<file path="config.mk">
export PLATFORM = sky130hd
export DESIGN_NAME = hsv_to_rgb_converter
export DESIGN_NICKNAME = d
export VERILOG_FILES = /design/src/hdl/hsv_pkg.sv /design/src/hdl/hsv_front.sv /design/src/hdl/hsv_div_lane.sv /design/src/hdl/hsv_core.sv /design/src/hdl/hsv_to_rgb_converter.sv
export SDC_FILE = /design/constraint.sdc
export NUM_CORES = 2
export LEC_CHECK = 0
export BUFFER_PORTS_ARGS = -buffer_cell sky130_fd_sc_hd__buf_4
export CAP_MARGIN = 0
export CORE_ASPECT_RATIO = 0.8
export CORE_MARGIN = 5
export CORE_UTILIZATION = 45
export DETAILED_ROUTE_END_ITERATION = 10
export GPL_ROUTABILITY_DRIVEN = 0
export HOLD_SLACK_MARGIN = 0.08
export SYNTH_ARGS = -nofsm -noshare
export SYNTH_HDL_FRONTEND = slang
export SYNTH_HIERARCHICAL = 1
export SYNTH_SLANG_ARGS = --single-unit
</file>
<file path="constraint.sdc">
create_clock -name clk -period 24 [get_ports clk]
set_input_delay 7.2 -clock clk [delete_from_list [all_inputs] [get_ports clk]]
set_output_delay 7.2 -clock clk [all_outputs]
set_load 0.03 [all_outputs]
</file>
<file path="src/hdl/hsv_pkg.sv">
// shared types, constants and helpers for the hsv to rgb pixel pipeline
// no dependencies; used by hsv_front, hsv_div_lane, hsv_core and the top level
package hsv_pkg;

  localparam int HUE_W   = 15;
  localparam int CH_W    = 8;
  localparam int FRAC_W  = 12;
  localparam int PROD_W  = 20;
  localparam int Y_W     = 28;
  localparam int RECIP_W = 21;
  localparam int E_W     = Y_W + RECIP_W;
  localparam int RECIP_SHIFT = 40;

  localparam int IN_DATA_W  = 32;
  localparam int OUT_DATA_W = 24;

  // one 60 degree sector in 1/64 degree units, and a full turn
  localparam logic [FRAC_W-1:0] SECTOR_UNITS = FRAC_W'(3840);
  localparam logic [HUE_W-1:0]  FULL_TURN    = HUE_W'(23040);
  // 255 * 3840, the common denominator of p, q and t
  localparam logic [PROD_W-1:0] SCALE        = PROD_W'(979200);
  // floor(2^40 / SCALE), estimate is low by at most one
  localparam logic [RECIP_W-1:0] RECIP =
    RECIP_W'((64'd1 << RECIP_SHIFT) / 64'd979200);

  typedef enum logic [2:0] {
    SECT_RED_YEL = 3'd0,
    SECT_YEL_GRN = 3'd1,
    SECT_GRN_CYN = 3'd2,
    SECT_CYN_BLU = 3'd3,
    SECT_BLU_MAG = 3'd4,
    SECT_MAG_RED = 3'd5
  } hsv_sector_t;

  // payload handed from the front stages to the divider lanes
  typedef struct packed {
    hsv_sector_t             sector;
    logic [CH_W-1:0]         bright;
    logic [PROD_W-1:0]       prod_p;
    logic [PROD_W-1:0]       prod_q;
    logic [PROD_W-1:0]       prod_t;
  } hsv_prod_t;

  // start of each sector in hue units
  function automatic logic [HUE_W-1:0] sector_base(input hsv_sector_t sec);
    logic [HUE_W-1:0] base;
    case (sec)
      SECT_YEL_GRN: base = HUE_W'(3840);
      SECT_GRN_CYN: base = HUE_W'(7680);
      SECT_CYN_BLU: base = HUE_W'(11520);
      SECT_BLU_MAG: base = HUE_W'(15360);
      SECT_MAG_RED: base = HUE_W'(19200);
      default:      base = HUE_W'(0);
    endcase
    return base;
  endfunction

endpackage

</file>
<file path="src/hdl/hsv_front.sv">
// front stages: hue wrap, sector/fraction split and saturation products
// depends on hsv_pkg
module hsv_front (
  input  logic                          clk,
  input  logic                          rst_n,
  input  logic                          in_valid_i,
  output logic                          in_ready_o,
  input  logic [hsv_pkg::HUE_W-1:0]     hue_i,
  input  logic [hsv_pkg::CH_W-1:0]      sat_i,
  input  logic [hsv_pkg::CH_W-1:0]      bright_i,
  output logic                          prod_valid_o,
  input  logic                          prod_ready_i,
  output hsv_pkg::hsv_prod_t            prod_o
);
  import hsv_pkg::*;

  logic [2:0] vld_r;
  logic [3:0] adv;

  logic [HUE_W-1:0]  h0_r, h0_nxt;
  logic [CH_W-1:0]   s0_r, v0_r;
  hsv_sector_t       sec1_r, sec1_nxt;
  logic [FRAC_W-1:0] frac1_r, frac1_nxt;
  logic [CH_W-1:0]   s1_r, v1_r;
  hsv_prod_t         prod_r, prod_nxt;

  // a stage takes new data when empty or when its content moves on
  always_comb begin
    adv[3] = prod_ready_i;
    for (int k = 2; k >= 0; k--) begin
      adv[k] = ~vld_r[k] | adv[k+1];
    end
  end

  assign in_ready_o = adv[0];

  always_ff @(posedge clk) begin
    if (!rst_n) begin
      vld_r <= '0;
    end else begin
      if (adv[0]) vld_r[0] <= in_valid_i;
      if (adv[1]) vld_r[1] <= vld_r[0];
      if (adv[2]) vld_r[2] <= vld_r[1];
    end
  end

  // hues of a full turn or more wrap once
  assign h0_nxt = (hue_i >= FULL_TURN) ? HUE_W'(hue_i - FULL_TURN) : hue_i;

  always_comb begin
    sec1_nxt = SECT_RED_YEL;
    for (int k = 1; k < 6; k++) begin
      if (h0_r >= HUE_W'(k * 3840)) sec1_nxt = hsv_sector_t'(3'(k));
    end
    frac1_nxt = FRAC_W'(h0_r - sector_base(sec1_nxt));
  end

  always_comb begin
    prod_nxt.sector = sec1_r;
    prod_nxt.bright = v1_r;
    prod_nxt.prod_p = PROD_W'(s1_r) * PROD_W'(SECTOR_UNITS);
    prod_nxt.prod_q = PROD_W'(s1_r) * PROD_W'(frac1_r);
    prod_nxt.prod_t = PROD_W'(s1_r) * PROD_W'(FRAC_W'(SECTOR_UNITS - frac1_r));
  end

  always_ff @(posedge clk) begin
    if (adv[0]) begin
      h0_r <= h0_nxt;
      s0_r <= sat_i;
      v0_r <= bright_i;
    end
    if (adv[1]) begin
      sec1_r  <= sec1_nxt;
      frac1_r <= frac1_nxt;
      s1_r    <= s0_r;
      v1_r    <= v0_r;
    end
    if (adv[2]) begin
      prod_r <= prod_nxt;
    end
  end

  assign prod_valid_o = vld_r[2];
  assign prod_o       = prod_r;

endmodule

</file>
<file path="src/hdl/hsv_div_lane.sv">
// one divider lane: floor(v * (SCALE - prod) / SCALE) over five stages
// reciprocal multiply with a single correction step; depends on hsv_pkg
module hsv_div_lane (
  input  logic                          clk,
  input  logic [4:0]                    adv_i,
  input  logic [hsv_pkg::PROD_W-1:0]    prod_i,
  input  logic [hsv_pkg::CH_W-1:0]      bright_i,
  output logic [hsv_pkg::CH_W-1:0]      res_o
);
  import hsv_pkg::*;

  logic [PROD_W-1:0] n_r;
  logic [Y_W-1:0]    y_r, y2_r, y3_r, qp_r;
  logic [E_W-1:0]    est;
  logic [CH_W-1:0]   qe_r, qe2_r, res_r;
  logic              corr;

  assign est  = E_W'(y_r) * E_W'(RECIP);
  // estimate is at most one low
  assign corr = ({1'b0, y3_r} >= ({1'b0, qp_r} + (Y_W+1)'(SCALE)));

  always_ff @(posedge clk) begin
    if (adv_i[0]) n_r <= PROD_W'(SCALE - prod_i);
    if (adv_i[1]) y_r <= Y_W'(bright_i) * Y_W'(n_r);
    if (adv_i[2]) begin
      qe_r <= est[RECIP_SHIFT+CH_W-1:RECIP_SHIFT];
      y2_r <= y_r;
    end
    if (adv_i[3]) begin
      qp_r  <= Y_W'(qe_r) * Y_W'(SCALE);
      qe2_r <= qe_r;
      y3_r  <= y2_r;
    end
    if (adv_i[4]) res_r <= qe2_r + CH_W'(corr);
  end

  assign res_o = res_r;

endmodule

</file>
<file path="src/hdl/hsv_core.sv">
// divider lanes for p, q and t, sector select and output register
// depends on hsv_pkg and hsv_div_lane
module hsv_core (
  input  logic                              clk,
  input  logic                              rst_n,
  input  logic                              prod_valid_i,
  output logic                              prod_ready_o,
  input  hsv_pkg::hsv_prod_t                prod_i,
  output logic                              out_valid_o,
  input  logic                              out_ready_i,
  output logic [hsv_pkg::OUT_DATA_W-1:0]    out_data_o
);
  import hsv_pkg::*;

  logic [5:0]      vld_r;
  logic [6:0]      adv;
  hsv_sector_t     sec_r [5];
  logic [CH_W-1:0] v_r   [5];
  logic [CH_W-1:0] res_p, res_q, res_t;
  logic [CH_W-1:0] red_nxt, green_nxt, blue_nxt;
  logic [OUT_DATA_W-1:0] data_r;

  always_comb begin
    adv[6] = out_ready_i;
    for (int k = 5; k >= 0; k--) begin
      adv[k] = ~vld_r[k] | adv[k+1];
    end
  end

  assign prod_ready_o = adv[0];

  always_ff @(posedge clk) begin
    if (!rst_n) begin
      vld_r <= '0;
    end else begin
      if (adv[0]) vld_r[0] <= prod_valid_i;
      for (int k = 1; k < 6; k++) begin
        if (adv[k]) vld_r[k] <= vld_r[k-1];
      end
    end
  end

  // sector and brightness ride along with the lanes
  always_ff @(posedge clk) begin
    if (adv[0]) begin
      sec_r[0] <= prod_i.sector;
      v_r[0]   <= prod_i.bright;
    end
    for (int k = 1; k < 5; k++) begin
      if (adv[k]) begin
        sec_r[k] <= sec_r[k-1];
        v_r[k]   <= v_r[k-1];
      end
    end
  end

  hsv_div_lane u_lane_p (
    .clk      (clk),
    .adv_i    (adv[4:0]),
    .prod_i   (prod_i.prod_p),
    .bright_i (v_r[0]),
    .res_o    (res_p)
  );

  hsv_div_lane u_lane_q (
    .clk      (clk),
    .adv_i    (adv[4:0]),
    .prod_i   (prod_i.prod_q),
    .bright_i (v_r[0]),
    .res_o    (res_q)
  );

  hsv_div_lane u_lane_t (
    .clk      (clk),
    .adv_i    (adv[4:0]),
    .prod_i   (prod_i.prod_t),
    .bright_i (v_r[0]),
    .res_o    (res_t)
  );

  always_comb begin
    case (sec_r[4])
      SECT_YEL_GRN: begin red_nxt = res_q;   green_nxt = v_r[4]; blue_nxt = res_p;  end
      SECT_GRN_CYN: begin red_nxt = res_p;   green_nxt = v_r[4]; blue_nxt = res_t;  end
      SECT_CYN_BLU: begin red_nxt = res_p;   green_nxt = res_q;  blue_nxt = v_r[4]; end
      SECT_BLU_MAG: begin red_nxt = res_t;   green_nxt = res_p;  blue_nxt = v_r[4]; end
      SECT_MAG_RED: begin red_nxt = v_r[4];  green_nxt = res_p;  blue_nxt = res_q;  end
      default:      begin red_nxt = v_r[4];  green_nxt = res_t;  blue_nxt = res_p;  end
    endcase
  end

  always_ff @(posedge clk) begin
    if (adv[5]) data_r <= {blue_nxt, green_nxt, red_nxt};
  end

  assign out_valid_o = vld_r[5];
  assign out_data_o  = data_r;

  // p, q and t never exceed the value channel
  a_lane_le_v: assert property (@(posedge clk) disable iff (!rst_n)
    vld_r[4] |-> (res_p <= v_r[4]) && (res_q <= v_r[4]) && (res_t <= v_r[4]))
    else $error("lane result above value");

  // p uses the full sector width, so it is never above q or t
  a_p_lowest: assert property (@(posedge clk) disable iff (!rst_n)
    vld_r[4] |-> (res_p <= res_q) && (res_p <= res_t))
    else $error("p above q or t");

  // a held stage keeps its beat and its sector
  a_hold: assert property (@(posedge clk) disable iff (!rst_n)
    (vld_r[4] && !adv[4]) |=> vld_r[4] && $stable(sec_r[4]))
    else $error("stalled stage lost its beat");

  // a new output beat comes only from a filled last lane stage
  a_out_src: assert property (@(posedge clk) disable iff (!rst_n)
    $rose(vld_r[5]) |-> $past(vld_r[4]))
    else $error("output beat without source");

endmodule

</file>
<file path="src/hdl/hsv_to_rgb_converter.sv">
// hsv to rgb pixel converter, fixed point, one pixel per beat
// throughput one beat per cycle while the output is not stalled
// the rate is set by a fully pipelined datapath: 3 front stages, 5 divider stages, 1 output
// a stall holds each full stage; empty stages still fill, so input is taken while output waits until all are full
// reset (synchronous, active low) clears only the stage valid bits; the data registers are not reset
// depends on hsv_pkg, hsv_front, hsv_core
module hsv_to_rgb_converter (
  input  logic                              clk,
  input  logic                              rst_n,
  // input stream
  input  logic                              in_tvalid,
  output logic                              in_tready,
  input  logic [hsv_pkg::IN_DATA_W-1:0]     in_tdata,   // hue[14:0], saturation[22:15],
                                                        // brightness[30:23], zero[31]
  // result stream
  output logic                              out_tvalid,
  input  logic                              out_tready,
  output logic [hsv_pkg::OUT_DATA_W-1:0]    out_tdata   // red[7:0], green[15:8], blue[23:16]
);
  import hsv_pkg::*;

  logic      mid_valid;
  logic      mid_ready;
  hsv_prod_t mid_prod;

  // unpack the input beat; the pad bit is ignored
  logic [HUE_W-1:0] hue;
  logic [CH_W-1:0]  saturation;
  logic [CH_W-1:0]  brightness;

  assign hue        = in_tdata[HUE_W-1:0];
  assign saturation = in_tdata[HUE_W+CH_W-1:HUE_W];
  assign brightness = in_tdata[HUE_W+2*CH_W-1:HUE_W+CH_W];

  // hue wrap, sector split and the three saturation products
  hsv_front u_front (
    .clk          (clk),
    .rst_n        (rst_n),
    .in_valid_i   (in_tvalid),
    .in_ready_o   (in_tready),
    .hue_i        (hue),
    .sat_i        (saturation),
    .bright_i     (brightness),
    .prod_valid_o (mid_valid),
    .prod_ready_i (mid_ready),
    .prod_o       (mid_prod)
  );

  // p, q, t through reciprocal divider lanes, then the six-sector select
  hsv_core u_core (
    .clk          (clk),
    .rst_n        (rst_n),
    .prod_valid_i (mid_valid),
    .prod_ready_o (mid_ready),
    .prod_i       (mid_prod),
    .out_valid_o  (out_tvalid),
    .out_ready_i  (out_tready),
    .out_data_o   (out_tdata)
  );

endmodule
</file>
==> run metrics <==
Slew Viols, Final 0; Top delay family on crit path buffers and inverters; WP depth 9; Worst Path Buf+Inv 4; slowest cell on the critical path buf_4; WL/cell 17.3 um; Arr. time, crit path 9.85 ns; Die ar. 170000 um2; Layout area overhead 7.52%; Die Width 459 um; Synth Instances 6734; Placement Cell Area 75600 um2; Data required, critical path 16.80 ns; hpwl dp 126000 um; # clock sinks 644; total CTS buffers 75; Vias 45800; Die Y-Extent 370 um; WHS Path Cells 0; Hold Crit Class flip-flop to flip-flop; drt total wl 156000 um; async set or reset register ratio after synthesis 0%; Yosys reg bits 644; Final Hold Viols 0; Tightest Pin Transition 1.18 ns; clk_skew 0.0324 ns; CTS tree yes; aggregate global routing overflow 0; Seq/Total Area, Yosys 26.5%; Max-Cap Viols 0; core area 161000 um2; fin crit share 71.0%; # setup viols final 0; vias in the first global route 47400; Ys Warns 6; Final WS setup 6.95 ns; placed insts 8866; Max Fanout on Critical Path 72; Syn Area/Cell 10.8 um2; Netlist Area Pre-Place 72700 um2; most used cell, CP buf_4; crit path cell chain buf_4 -> and4b_1 -> and3_1 -> nand2_4 -> buf_4 -> nor2b_1 -> nand3_2 -> buf_4 -> buf_4; Buffers on Ports 60; TNS Setup 0 ns; Rel. slew slack 21.4%; fmax 58.7 MHz; GR Util All Layers 18.9%; worst setup path class primary input to primary output; Final Instance Area 78200 um2; synth unique cells 102; drt pass-1 iters 6; RSZ-0062 raised after global routing false; Primary FF master, synth edfxtp_1; Post-synth EDFFs 635; Nets 8910; vias per cell 5.09; outcome finished, final reports clean; Worst Setup End Kind primary output; layout cells sized above 1 3.97%; Clock Latency Late Sink 0.69 ns; Setup Slack @ Placement 6.83 ns; hold_buf cts 0; worst r2r path cells 21; std cell rows 132; first-pass GRT wire length 258000 um; # DRC 0; post_cts resized 0; clock slew at reported path FFs 0.07 ns; Initial Util 45.1%; Final min period 17.05 ns; max FFs per register 62; I/O pins 62; largest net degree at the start of global routing 108; CP startpoint kind primary input; Crit path largest cell delay 0.67 ns; setup repair bufs after CTS 0; initial antenna violation count 5; htree depth 3; CTS Root Cell clkbuf_16; non-filler instance count after layout 9005; antenna-violating nets left 0; Iter 0 DRT Violations 2680; clk buf depth 3
stage by stage:
step	hold WS, ns	util (%)
5_1_grt	0.402	48.5
3_5_place_dp	0.405	46.9
6_report	0.392	48.5
3_3_place_gp	0.401	46.9
4_1_cts	0.390	48.5
2_1_floorplan	0.400	-
cell usage after synthesis, types with 71 or more instances:
library cell,number,share of area [%]
edfxtp_1,635,26
o21ai_0,113,0.78
xnor2_1,194,2.3
a21o_1,86,0.89
and2_1,325,2.8
clkbuf_1,83,0.43
fa_1,920,25
nand2_1,505,2.6
ha_1,1155,20
nor2_1,160,0.83
a21oi_1,197,1.4
nand3_1,71,0.49
xor2_1,114,1.4
inv_1,1518,7.8
cells in the final DEF, fill, tap and decap left out, drive strengths merged, types with 87 or more instances in the layout:
cell type,n
clkbuf,89
ha,1155
a21o,87
fa,920
o21ai,131
inv,1529
nand2,505
xnor2,194
xor2,117
a21oi,202
edfxtp,635
nor2,162
and2,332
worst reg2reg max path, stage by stage, from the launching register on:
cell and delay (ns):
edfxtp_1 0.74, ha_1 0.37, ha_1 0.29, inv_1 0.05, fa_1 0.52, inv_1 0.04, ha_1 0.30, fa_1 0.48
fa_1 0.54, inv_1 0.05, fa_1 0.50, inv_1 0.04, ha_1 0.28, nand3_1 0.11, or4_1 0.54, nor4_1 0.61
o21a_1 0.44, nor4bb_1 0.15, o31ai_1 0.46, or2_2 0.21, a21oi_1 0.08, xnor2_1 0.13
cells by family after synthesis:
group           count (synthesis)  synth area share (%)
other cells                     1               0.00516
flops                         644                  26.5
buf+inv                      1623                  8.49
simple gates                 1388                  9.71
compound gates                683                  6.21
fa+ha+maj                    2075                  45.2
xor+xnor                      311                  3.78
mux                             9                 0.124
layout make-up:
| type | instances | area [um2] |
|---|---|---|
| well taps | 2144 | 2680 |
| fillers | 14700 | 83000 |
| repair buffers | 86 | 646 |
| clock buffers | 89 | 1960 |
| inverters | 1518 | 5710 |
| multi-input cells | 4474 | 47300 |
| diodes | 1 | 2.50 |
| clock inverters | 49 | 592 |
| flip-flops and latches | 644 | 19200 |
path summary, 6_finish.rpt:
path	start	end	slack [ns]
max	out_tready	in_tready	6.95
min	u_front/prod_o[64]	u_core/v_r[0][4]	0.39
min reg2reg	u_front/prod_o[64]	u_core/v_r[0][4]	0.39
max reg2reg	u_core/u_lane_p/y_r[13]	u_core/u_lane_p/qe_r[6]	16.83
layer usage:
layer  track usage, %  wire [um]  vias to the layer above
li1                 -          -                    22100
met4             4.08       2960                        0
met5                0          0                        -
met2             28.1      66200                      822
met1             28.9      78300                    22800
met3             3.41       8280                      153
Power is left out: the tool's default activity adds up to more than one toggle a clock period on the data nets, which glitch-free logic cannot reach.
